## config.mk

```make
export PLATFORM = sky130hd
export DESIGN_NAME = vpp_mid_queue
export DESIGN_NICKNAME = d
export VERILOG_FILES = /design/src/hdl/vpp_pkg.sv /design/src/hdl/vpp_mid_queue.sv
export SDC_FILE = /design/constraint.sdc
export NUM_CORES = 1
export LEC_CHECK = 0
export BUFFER_PORTS_ARGS = -buffer_cell sky130_fd_sc_hd__clkbuf_2
export CORE_UTILIZATION = 50
export CTS_CLUSTER_SIZE = 12
export DETAILED_ROUTE_END_ITERATION = 16
export PLACE_DENSITY = 0.79
export SETUP_SLACK_MARGIN = 0.05
export SLEW_MARGIN = 20
export SYNTH_ARGS = -nofsm -noshare
export SYNTH_HDL_FRONTEND = slang
export SYNTH_SLANG_ARGS = --single-unit
```

## constraint.sdc

```tcl
create_clock -name clk -period 46.8 [get_ports clk]
set_input_delay 7.02 -clock clk [delete_from_list [all_inputs] [get_ports clk]]
set_output_delay 7.02 -clock clk [all_outputs]
set_load 0.02 [all_outputs]
```

## src/hdl/vpp_pkg.sv

```systemverilog
// Shared types, sizes and register indexes of the vertex perspective plotter.
package vpp_pkg;

  localparam int SCREEN_WIDTH  = 640;
  localparam int SCREEN_HEIGHT = 480;
  localparam int ADDR_W        = 19;
  localparam int COLOR_W       = 32;
  localparam int WORD_W        = 32;

  localparam int MAX_DIM = (SCREEN_WIDTH > SCREEN_HEIGHT) ? SCREEN_WIDTH : SCREEN_HEIGHT;
  // Signed width of a screen dimension used as a multiplier.
  localparam int DIM_W   = $clog2(MAX_DIM + 1) + 1;
  // Quotient bits: a column or row below MAX_DIM.
  localparam int QW      = $clog2(MAX_DIM);
  localparam int PROD_W  = 64 + DIM_W;
  localparam int NUM_W   = PROD_W + 1;
  localparam int PIX_W   = QW + DIM_W;

  localparam int MID_DEPTH = 8;
  localparam int MID_AW    = $clog2(MID_DEPTH);
  localparam int OUT_DEPTH = 32;
  localparam int OUT_AW    = $clog2(OUT_DEPTH);

  localparam int NUM_REGS  = 8;
  localparam int REG_IDX_W = 3;
  localparam logic [REG_IDX_W-1:0] REG_SCALE_XY    = 3'd0;
  localparam logic [REG_IDX_W-1:0] REG_DEPTH_A     = 3'd1;
  localparam logic [REG_IDX_W-1:0] REG_DEPTH_B     = 3'd2;
  localparam logic [REG_IDX_W-1:0] REG_NEAR_PLANE  = 3'd3;
  localparam logic [REG_IDX_W-1:0] REG_OFFSET_X    = 3'd4;
  localparam logic [REG_IDX_W-1:0] REG_OFFSET_Y    = 3'd5;
  localparam logic [REG_IDX_W-1:0] REG_OFFSET_Z    = 3'd6;
  localparam logic [REG_IDX_W-1:0] REG_PIXEL_COLOR = 3'd7;

  localparam logic [WORD_W-1:0] ONE_Q16 = 32'h0001_0000;

  typedef struct packed {
    logic signed [31:0] vertex_x;
    logic signed [31:0] vertex_y;
    logic signed [31:0] vertex_z;
  } vertex_t;

  typedef struct packed {
    logic [ADDR_W-1:0]  pixel_address;
    logic [COLOR_W-1:0] plot_color;
  } result_t;

  typedef struct packed {
    logic signed [31:0]  scale_xy;
    logic signed [31:0]  depth_a;
    logic signed [31:0]  depth_b;
    logic signed [31:0]  near_plane;
    logic signed [31:0]  offset_x;
    logic signed [31:0]  offset_y;
    logic signed [31:0]  offset_z;
    logic [COLOR_W-1:0]  pixel_color;
  } cfg_t;

  typedef struct packed {
    logic signed [63:0] xp;
    logic signed [63:0] yp;
    logic signed [63:0] zp;
  } mid_item_t;

endpackage

```

## src/hdl/vpp_mid_queue.sv

```systemverilog
// Short queue between the front end and the divide back end.
module vpp_mid_queue (
  input  logic                clk,
  input  logic                rst,
  input  logic                push,
  input  vpp_pkg::mid_item_t  push_item,
  input  logic                pop,
  output logic                empty,
  output vpp_pkg::mid_item_t  pop_item
);

  vpp_pkg::mid_item_t                mem [vpp_pkg::MID_DEPTH];
  logic [vpp_pkg::MID_AW-1:0]        wr_ptr;
  logic [vpp_pkg::MID_AW-1:0]        rd_ptr;
  logic [vpp_pkg::MID_AW:0]          count;

  assign empty    = (count == '0);
  assign pop_item = mem[rd_ptr];

  always_ff @(posedge clk) begin
    if (rst) begin
      wr_ptr <= '0;
      rd_ptr <= '0;
      count  <= '0;
    end else begin
      if (push) wr_ptr <= wr_ptr + 1'b1;
      if (pop)  rd_ptr <= rd_ptr + 1'b1;
      count <= count + (vpp_pkg::MID_AW+1)'(push) - (vpp_pkg::MID_AW+1)'(pop);
    end
  end

  always_ff @(posedge clk) begin
    if (push) mem[wr_ptr] <= push_item;
  end

endmodule

```

**Word level (Yosys, flattened, before mapping)**

Memories as Yosys holds them, arrays and structs flattened. A register that Yosys moved wholly into a read port is not among the register bits.
Index checks and enable logic that the tools add are counted.

- Add/sub/neg operators: 4
- Multipliers: 0
- Div/mod/pow operators: 0
- Order comparisons: 0
- Equal/unequal tests: 0
- Shifts and indexed selects: 0
- Mux-type cells: 4
- Bitwise logic cells: 0
- Reductions and logical operators: 1

Operator list:

| cell | number |
|---|---|
| $add A3 B1 Y3 const B | 2 |
| $mux W3 | 2 |
| $add A4 B1 Y4 | 1 |
| $logic_not A4 Y1 | 1 |
| $sub A4 B1 Y4 | 1 |
| $mux W1 | 2 |

- Register bits: 10
- Latch bits: 0
- RAM bits: 1536
- Memory bits (read-only): 0
- Bits of input ports: 196
- Output and inout port bits: 193
- Word-level logic and storage cells: 13
- Memories: 1

Memory list:

| name | depth | bits a word | rd ports | clocked after memory_dff | wr ports | line | text |
|---|---|---|---|---|---|---|---|
| mem | 8 | 192 | 1 | 1 | 1 | vpp_mid_queue.sv:12 | `vpp_pkg::mid_item_t mem [vpp_pkg::MID_DEPTH];` |

**Longest topological paths before layout**

Gate-level depths: netlist of the first run.

- Depth in word-level cells: 3
- Depth in mapped cells: 8
- Mapped depth without buffers: 8

**Worst setup path after synthesis of the first run**

Ideal clock, no wire load.

- Path type: input-to-reg
- Start point: input port push
- End point: memory mem[0][0] (netlist bit), enable pin
- Data arrival time: 20.042 ns
- Data required time: 45.820 ns
- Path slack: 25.778 ns
- Cell stages on the path: 2
- Path through: nand2b_1 nor3_1

- Longest elaborated chain between the ends: 2

Ends and longest elaborated chain:

| element | line | text |
|---|---|---|
| from (decl) | vpp_mid_queue.sv:5 | `input logic push,` |
| $mux W1 | vpp_mid_queue.sv:33 | `if (push) mem[wr_ptr] <= push_item;` |
| $mux W1 (implied by the code) | vpp_mid_queue.sv:33 |  |
| to (decl) | vpp_mid_queue.sv:12 |  |

No other way between the ends.

==> flow_metrics.tcl, run 1 <==
set metrics [dict create \
    status "completed" \
    antenna_found_initial 17 \
    sequentialPowerShare_pct 53.0 \
    grt_pass1_wl_mm 177 \
    synth_fp_nets 2491 \
    synth.avg_cell_area_sq_um 25.9 \
    synth_cell_type_count 25 \
    cp_slowest_cell "dfxtp_4" \
    switching_power_mw 0.656 \
    setup_viol 0 \
    synthCells 2287 \
    crit_chain "buf_4 > buf_4 > buf_6 > mux4_1 > mux2_2 > clkbuf_2" \
    synth_top_area_share_pct 77.9 \
    grt_pass1_vias 27500 \
    cp_slowest_stage_delay_ns 0.90 \
    port_buffers 388 \
    layoutNonFillerInstCount 4386 \
    place_hpwl_mm 61.7 \
    cp.depth 6 \
    tightest_slew_ns 1.16 \
    cp_top_family "buffers and inverters" \
    drtAntennaViolNets 0 \
    path_max_fanout 62 \
    drt-total-wl_mm 120 \
    regArea_sq_um 46400 \
    ir_worst_vdd_mv 0.0498 \
    cts-resized-gates 0 \
    fmax_mhz 81.3 \
    arrival_ns 5.28 \
    drv_slew 0 \
    endpoint_kind "primary output" \
    ys_seq_area_share_pct 78.4 \
    power.leakage_nw 21.8 \
    place_inst 4125 \
    tns_ns 0 \
    cts_root_buf "clkbuf_16" \
    overflow 0 \
    multiInputGateArea_sq_um 12100 \
    drc 0 \
    cts_made_buffers 157 \
    crit_top_cell "buf_4" \
    path_buf_inv 4 \
    worstSetupPathType "reg -> out" \
    critPathRequiredTime_ns 39.78 \
    via_count 26000 \
    p_clk_share_pct 38.7 \
    die_y_um 346 \
    reg2reg_from "wr_ptr[0]" \
    min_period_ns 12.30 \
    post_cts_buffers 0 \
    switching_share_pct 22.1 \
    synth_area_leader_cell "edfxtp_1" \
    cts_sinks 1549 \
    netlist_area_sq_um 59200 \
    synth.area.top_cells "edfxtp_1, mux4_1, mux4_2" \
    hp-class "reg -> reg" \
    layout-drive-gt1-share_pct 33.5 \
    grt_usage_pct 20.0 \
    rows 125 \
    maxCapViolations 0 \
    vias_per_cell 5.92 \
    drtIter0Drc 2291 \
    globalplace.congestion 0.710 \
    ys_warn_count 0 \
    nets 2966 \
    syn2layout_area_growth_pct 14.0 \
    fp.dieW_um 346 \
    start_kind "flip-flop" \
    rsz0062_at_grt "false" \
    r2r_end "mem[3][154]" \
    power.density_nw_per_um2 44.1 \
    coreArea_sq_um 117000 \
    yosys_register_bits 1549 \
    p_comb_share_pct 8.4 \
    hold_violations 0 \
    pin_count 389 \
    fin_util_pct 57.8 \
    clkTransAtPathRegs_ns 0.06 \
    fillCellCount 7973 \
    finalCritPeriodShare_pct 26.3 \
    cts_hold_buffers 0 \
    critical_path.endpoint "pop_item[104]" \
    cts_tree "yes" \
    die_area_sq_um 120000 \
    finClkSkew_ns 0.0292 \
    clockBufferDepth 3 \
    first_pass_iters 5 \
    cts.htree.levels 4 \
    start_util_pct 50.7 \
    grt_max_degree 170 \
    r2r_cells 4 \
    max-slew-margin-rel_pct 22.6 \
    wire_per_inst_um 27.3 \
    worst_skew_pair.late_latency_ns 0.75 \
    reg2reg_slack_ns 43.54 \
    p_int_mw 2.32 \
    min_path_cells 2 \
]
kinds of logic (layout without fill, tap and decap cells):
logic type                 after synthesis  in the layout  share of synthesized area, %
AOI/OAI and AO/OA                        3              3                        0.0317
xor gates and xnor gates                 5              5                        0.0740
adders and majority gates                8              8                         0.182
buffers and inverters                  115            679                          1.29
DFF                                   1549           1549                          78.4
muxes                                  578            578                          19.8
other                                    0             11                             0
and+or+nand+nor                         29             29                         0.216
sequential cells by signal, summed over array words and instances, names as in the netlist, named ones only:
| signal | cells |
|---|---|
| count | 4 |
| wr_ptr | 3 |
| mem | 1536 |
| rd_ptr | 3 |
per-layer routing:
layer  track usage [%]  vias to the layer above  share of wire, %
li1                  -                    11000                 -
met1              25.1                    13800                39
met2              34.6                      880                52
met3              5.41                      191               7.5
met4              5.31                       22               1.8
met5                 0                        -              0.12
layout by cell type, fill, tap and decap left out, types with 3 or more instances in the layout:
| cell type | count |
|---|---|
| xor2_1 | 3 |
| inv_16 | 3 |
| mux4_1 | 243 |
| clkbuf_2 | 388 |
| clkinv_8 | 4 |
| dfxtp_1 | 10 |
| clkbuf_16 | 160 |
| buf_4 | 25 |
| mux4_2 | 141 |
| inv_1 | 7 |
| diode_2 | 11 |
| bufinv_16 | 4 |
| mux2_2 | 192 |
| clkinv_1 | 25 |
| ha_1 | 7 |
| dfxtp_4 | 3 |
| buf_12 | 8 |
| edfxtp_1 | 1536 |
| nor2_4 | 6 |
| clkinv_16 | 4 |
| nor2_1 | 10 |
| nand2b_1 | 4 |
| clkbuf_1 | 36 |
| clkinv_2 | 7 |
| nand2_1 | 4 |
how the worst min path moves through the flow:
stage | endpoint | slack, ns | startpoint
floorplan | flip-flop | 0.48 | rd_ptr[2]
global placement | wr_ptr[2] | 0.51 | wr_ptr[2]
detailed placement | flip-flop | 0.53 | rd_ptr[2]
CTS | rd_ptr[2] | 0.55 | rd_ptr[2]
global route | flip-flop | 0.58 | rd_ptr[1]
finish | rd_ptr[2] | 0.54 | rd_ptr[2]
synth_stat cells:
library cell,n
a21oi_1,2
a31o_2,1
and3_1,1
buf_1,23
buf_2,6
buf_6,37
buf_8,4
clkbuf_1,38
dfxtp_1,13
edfxtp_1,1536
fa_1,1
ha_1,7
inv_1,7
mux2_2,192
mux2i_1,2
mux4_1,243
mux4_2,141
nand2_1,4
nand2b_1,4
nand3_1,1
nor2_1,16
nor2b_1,1
nor3_1,2
xnor2_1,2
xor2_1,3
worst min-delay path, stage by stage (launching register included):
cell	delay (ns)
dfxtp_1	0.32
xor2_1	0.06
nor2_1	0.11
power groups by stage:
| stage | logic [mW] | registers (mW) | clock network, mW |
|---|---|---|---|
| floorplan | 0.166 | 1.61 | 0 |
| global placement | 0.243 | 1.60 | 0 |
| detailed placement | 0.250 | 1.60 | 0 |
| CTS | 0.252 | 1.58 | 1.18 |
| global route | 0.265 | 1.58 | 1.23 |
| finish | 0.249 | 1.58 | 1.15 |
through the flow:
stage | hold slack (ns) | worst slack [ns] | total power, mW | instance area [sq um]
finish | 0.543 | 34.50 | 2.97 | 67500
global route | 0.584 | 34.11 | 3.07 | 67500
CTS | 0.550 | 33.99 | 3.00 | 67400
detailed placement | 0.535 | 34.90 | 1.85 | 62700
global placement | 0.507 | 35.02 | 1.84 | 62700
floorplan | 0.485 | 25.78 | 1.78 | 59200
area by class of cell:
cell class | instances | share of cell area (%)
clock buffers | 198 | 6.17
multi-input cells | 623 | 17.9
inverters | 7 | 0.0389
repair buffers | 424 | 3.49
well taps | 1524 | 2.83
flip-flops and latches | 1549 | 68.7
clock inverters | 50 | 0.767
diodes | 11 | 0.0408
No activity file was read; power rests on OpenSTA's default activity.
==> inputs of run 2 (changes only) <==
--- a/config.mk
+++ b/config.mk
@@ -9,7 +9,7 @@
 export CORE_UTILIZATION = 50
 export CTS_CLUSTER_SIZE = 12
 export DETAILED_ROUTE_END_ITERATION = 16
-export PLACE_DENSITY = 0.79
+export PLACE_DENSITY = 0.81
 export SETUP_SLACK_MARGIN = 0.05
 export SLEW_MARGIN = 20
 export SYNTH_ARGS = -nofsm -noshare
==> constraint.sdc (replaced) <==
create_clock -name clk -period 10.3 [get_ports clk]
set_input_delay 1.545 -clock clk [delete_from_list [all_inputs] [get_ports clk]]
set_output_delay 1.545 -clock clk [all_outputs]
set_load 0.02 [all_outputs]
==> run 2 against run 1 <==
Against the previous run: utilization is 0.18 points lower; critical path type unchanged; design area is 0.32% lower; first-iteration DRC count decreased by 9.1%; sequential cell count did not move; non-clock buffer count fell by 6; clock-buffer cell count fell by 5.
==> flow_metrics.tcl, run 2 (synthesis gave the netlist of run 1 again) <==
set metrics [dict create \
    status "completed" \
    drtIter0Drc 2083 \
    cts_sinks 1549 \
    layout-drive-gt1-share_pct 33.4 \
    grt_usage_pct 19.9 \
    power_mw 13.4 \
    busiest_layer "met2" \
    start_kind "flip-flop" \
    power.leakage_nw 21.7 \
    place_hpwl_mm 60.5 \
    fin_util_pct 57.6 \
    layout_commonest_cell "edfxtp_1" \
    finalCritPeriodShare_pct 54.4 \
    endpoint_kind "primary output" \
    via_count 25600 \
    tns_ns 0 \
    grt_pass1_wl_mm 174 \
    setup_viol 0 \
    cts_tree "yes" \
    top_register "mem" \
    p_clk_share_pct 38.0 \
    drc 0 \
    globalplace.congestion 0.707 \
    cts-resized-gates 0 \
    max-slew-margin-rel_pct 24.2 \
    p_int_mw 10.4 \
    setup_slack_ns 4.70 \
    path_max_fanout 102 \
    clkTransAtPathRegs_ns 0.06 \
    cts.htree.levels 4 \
    rsz0062_at_grt "false" \
    first_pass_iters 5 \
    worstSetupPathType "reg -> out" \
    post_cts_buffers 0 \
    top_regs "mem (1536), count (4)" \
    antenna_found_initial 22 \
    min_period_ns 5.60 \
    cts_hold_buffers 0 \
    die_y_um 346 \
    switching_share_pct 22.4 \
    arrival_ns 4.05 \
    clockBufferDepth 3 \
    power.density_nw_per_um2 199 \
    wire_per_inst_um 27.1 \
    largest_reg_flops 1536 \
    syn2layout_area_growth_pct 13.7 \
    die_area_sq_um 120000 \
    grt_max_degree 187 \
    p_comb_share_pct 8.5 \
    fp.dieW_um 346 \
    sequentialPowerShare_pct 53.6 \
    drtAntennaViolNets 0 \
    critPathRequiredTime_ns 8.76 \
    hold_violations 0 \
    cts_root_buf "clkbuf_16" \
    overflow 0 \
    vias_per_cell 5.87 \
    groute.layer.met3.usage_pct 6.37 \
    ir_worst_vdd_mv 0.185 \
    cts_made_buffers 157 \
    rows 125 \
    grt_pass1_vias 27500 \
    nets 2960 \
    fin_area_sq_um 67300 \
    worst_skew_pair.late_latency_ns 0.80 \
    grt_use_met2_pct 34.3 \
    place_area_sq_um 62700 \
    post-place-ws_ns 5.45 \
    final_cell_mix "edfxtp_1, clkbuf_2, mux4_1" \
    drv_slew 0 \
    start_util_pct 50.7 \
    finClkSkew_ns 0.0258 \
    switching_power_mw 2.99 \
    grtUsageMet1_pct 23.7 \
    coreArea_sq_um 117000 \
    pin_count 389 \
    port_buffers 388 \
    fmax_mhz 179 \
    drt-total-wl_mm 118 \
    hp-class "reg -> reg" \
    fillCellCount 7981 \
    tightest_slew_ns 1.14 \
    maxCapViolations 0 \
]
[run 2: changes by cell type in the layout (fill, tap and decap cells not counted), sizes merged, moves of 3 or more]
cell,change
clkbuf,-5
diode,-5
buf,-6
clkinv,-4
bufinv,-4
inv,+3
[run 2: worst paths after layout]
| path | cells past startpoint | to | start | slack (ns) |
|---|---|---|---|---|
| worst max register to register | 4 | mem[4][41] | wr_ptr[2] | 7.27 |
| worst min-delay path | 2 | rd_ptr[1] | rd_ptr[1] | 0.55 |
| worst max-delay path | 5 | pop_item[107] | flip-flop | 4.70 |
| worst min register to register | 2 | rd_ptr[1] | rd_ptr[1] | 0.55 |
[run 2: metal layers]
metal / up-vias / wire length [um]
li1: 11000 / -
met1: 13500 / 44200
met2: 849 / 61600
met3: 225 / 9630
met4: 38 / 2630
met5: - / 270
[run 2: power by group through the flow]
stage	sequential (mW)	combinational (mW)	clock, mW
global placement	7.27	1.10	0
finish	7.16	1.13	5.07
detailed placement	7.29	1.14	0
floorplan	7.30	0.754	0
CTS	7.16	1.15	5.19
global route	7.16	1.20	5.42
[run 2: per-stage QoR]
step / hold slack (ns) / std cells
floorplan: 0.485 / 2287
global placement: 0.507 / 4120
detailed placement: 0.541 / 4120
CTS: 0.556 / 4359
global route: 0.576 / 4362
finish: 0.550 / 4366
[run 2: area by class of cell]
| type | instances | area (sq um) | share of cell area, % |
|---|---|---|---|
| Antenna cell | 6 | 15.0 | 0.0223 |
| Clock buffer | 193 | 4060 | 6.04 |
| Clock inverter | 46 | 445 | 0.662 |
| Inverter | 7 | 26.3 | 0.0391 |
| Multi-Input combinational cell | 623 | 12100 | 18.0 |
| Sequential cell | 1549 | 46400 | 69.0 |
| Tap cell | 1524 | 1910 | 2.83 |
| Timing Repair Buffer | 418 | 2320 | 3.44 |
[run 2: worst max-delay path: stages (launching register included)]
cell and delay [ns]:
dfxtp_4 0.61, buf_4 0.73, buf_12 0.53, mux4_1 0.68, mux2_2 0.30, clkbuf_2 0.16
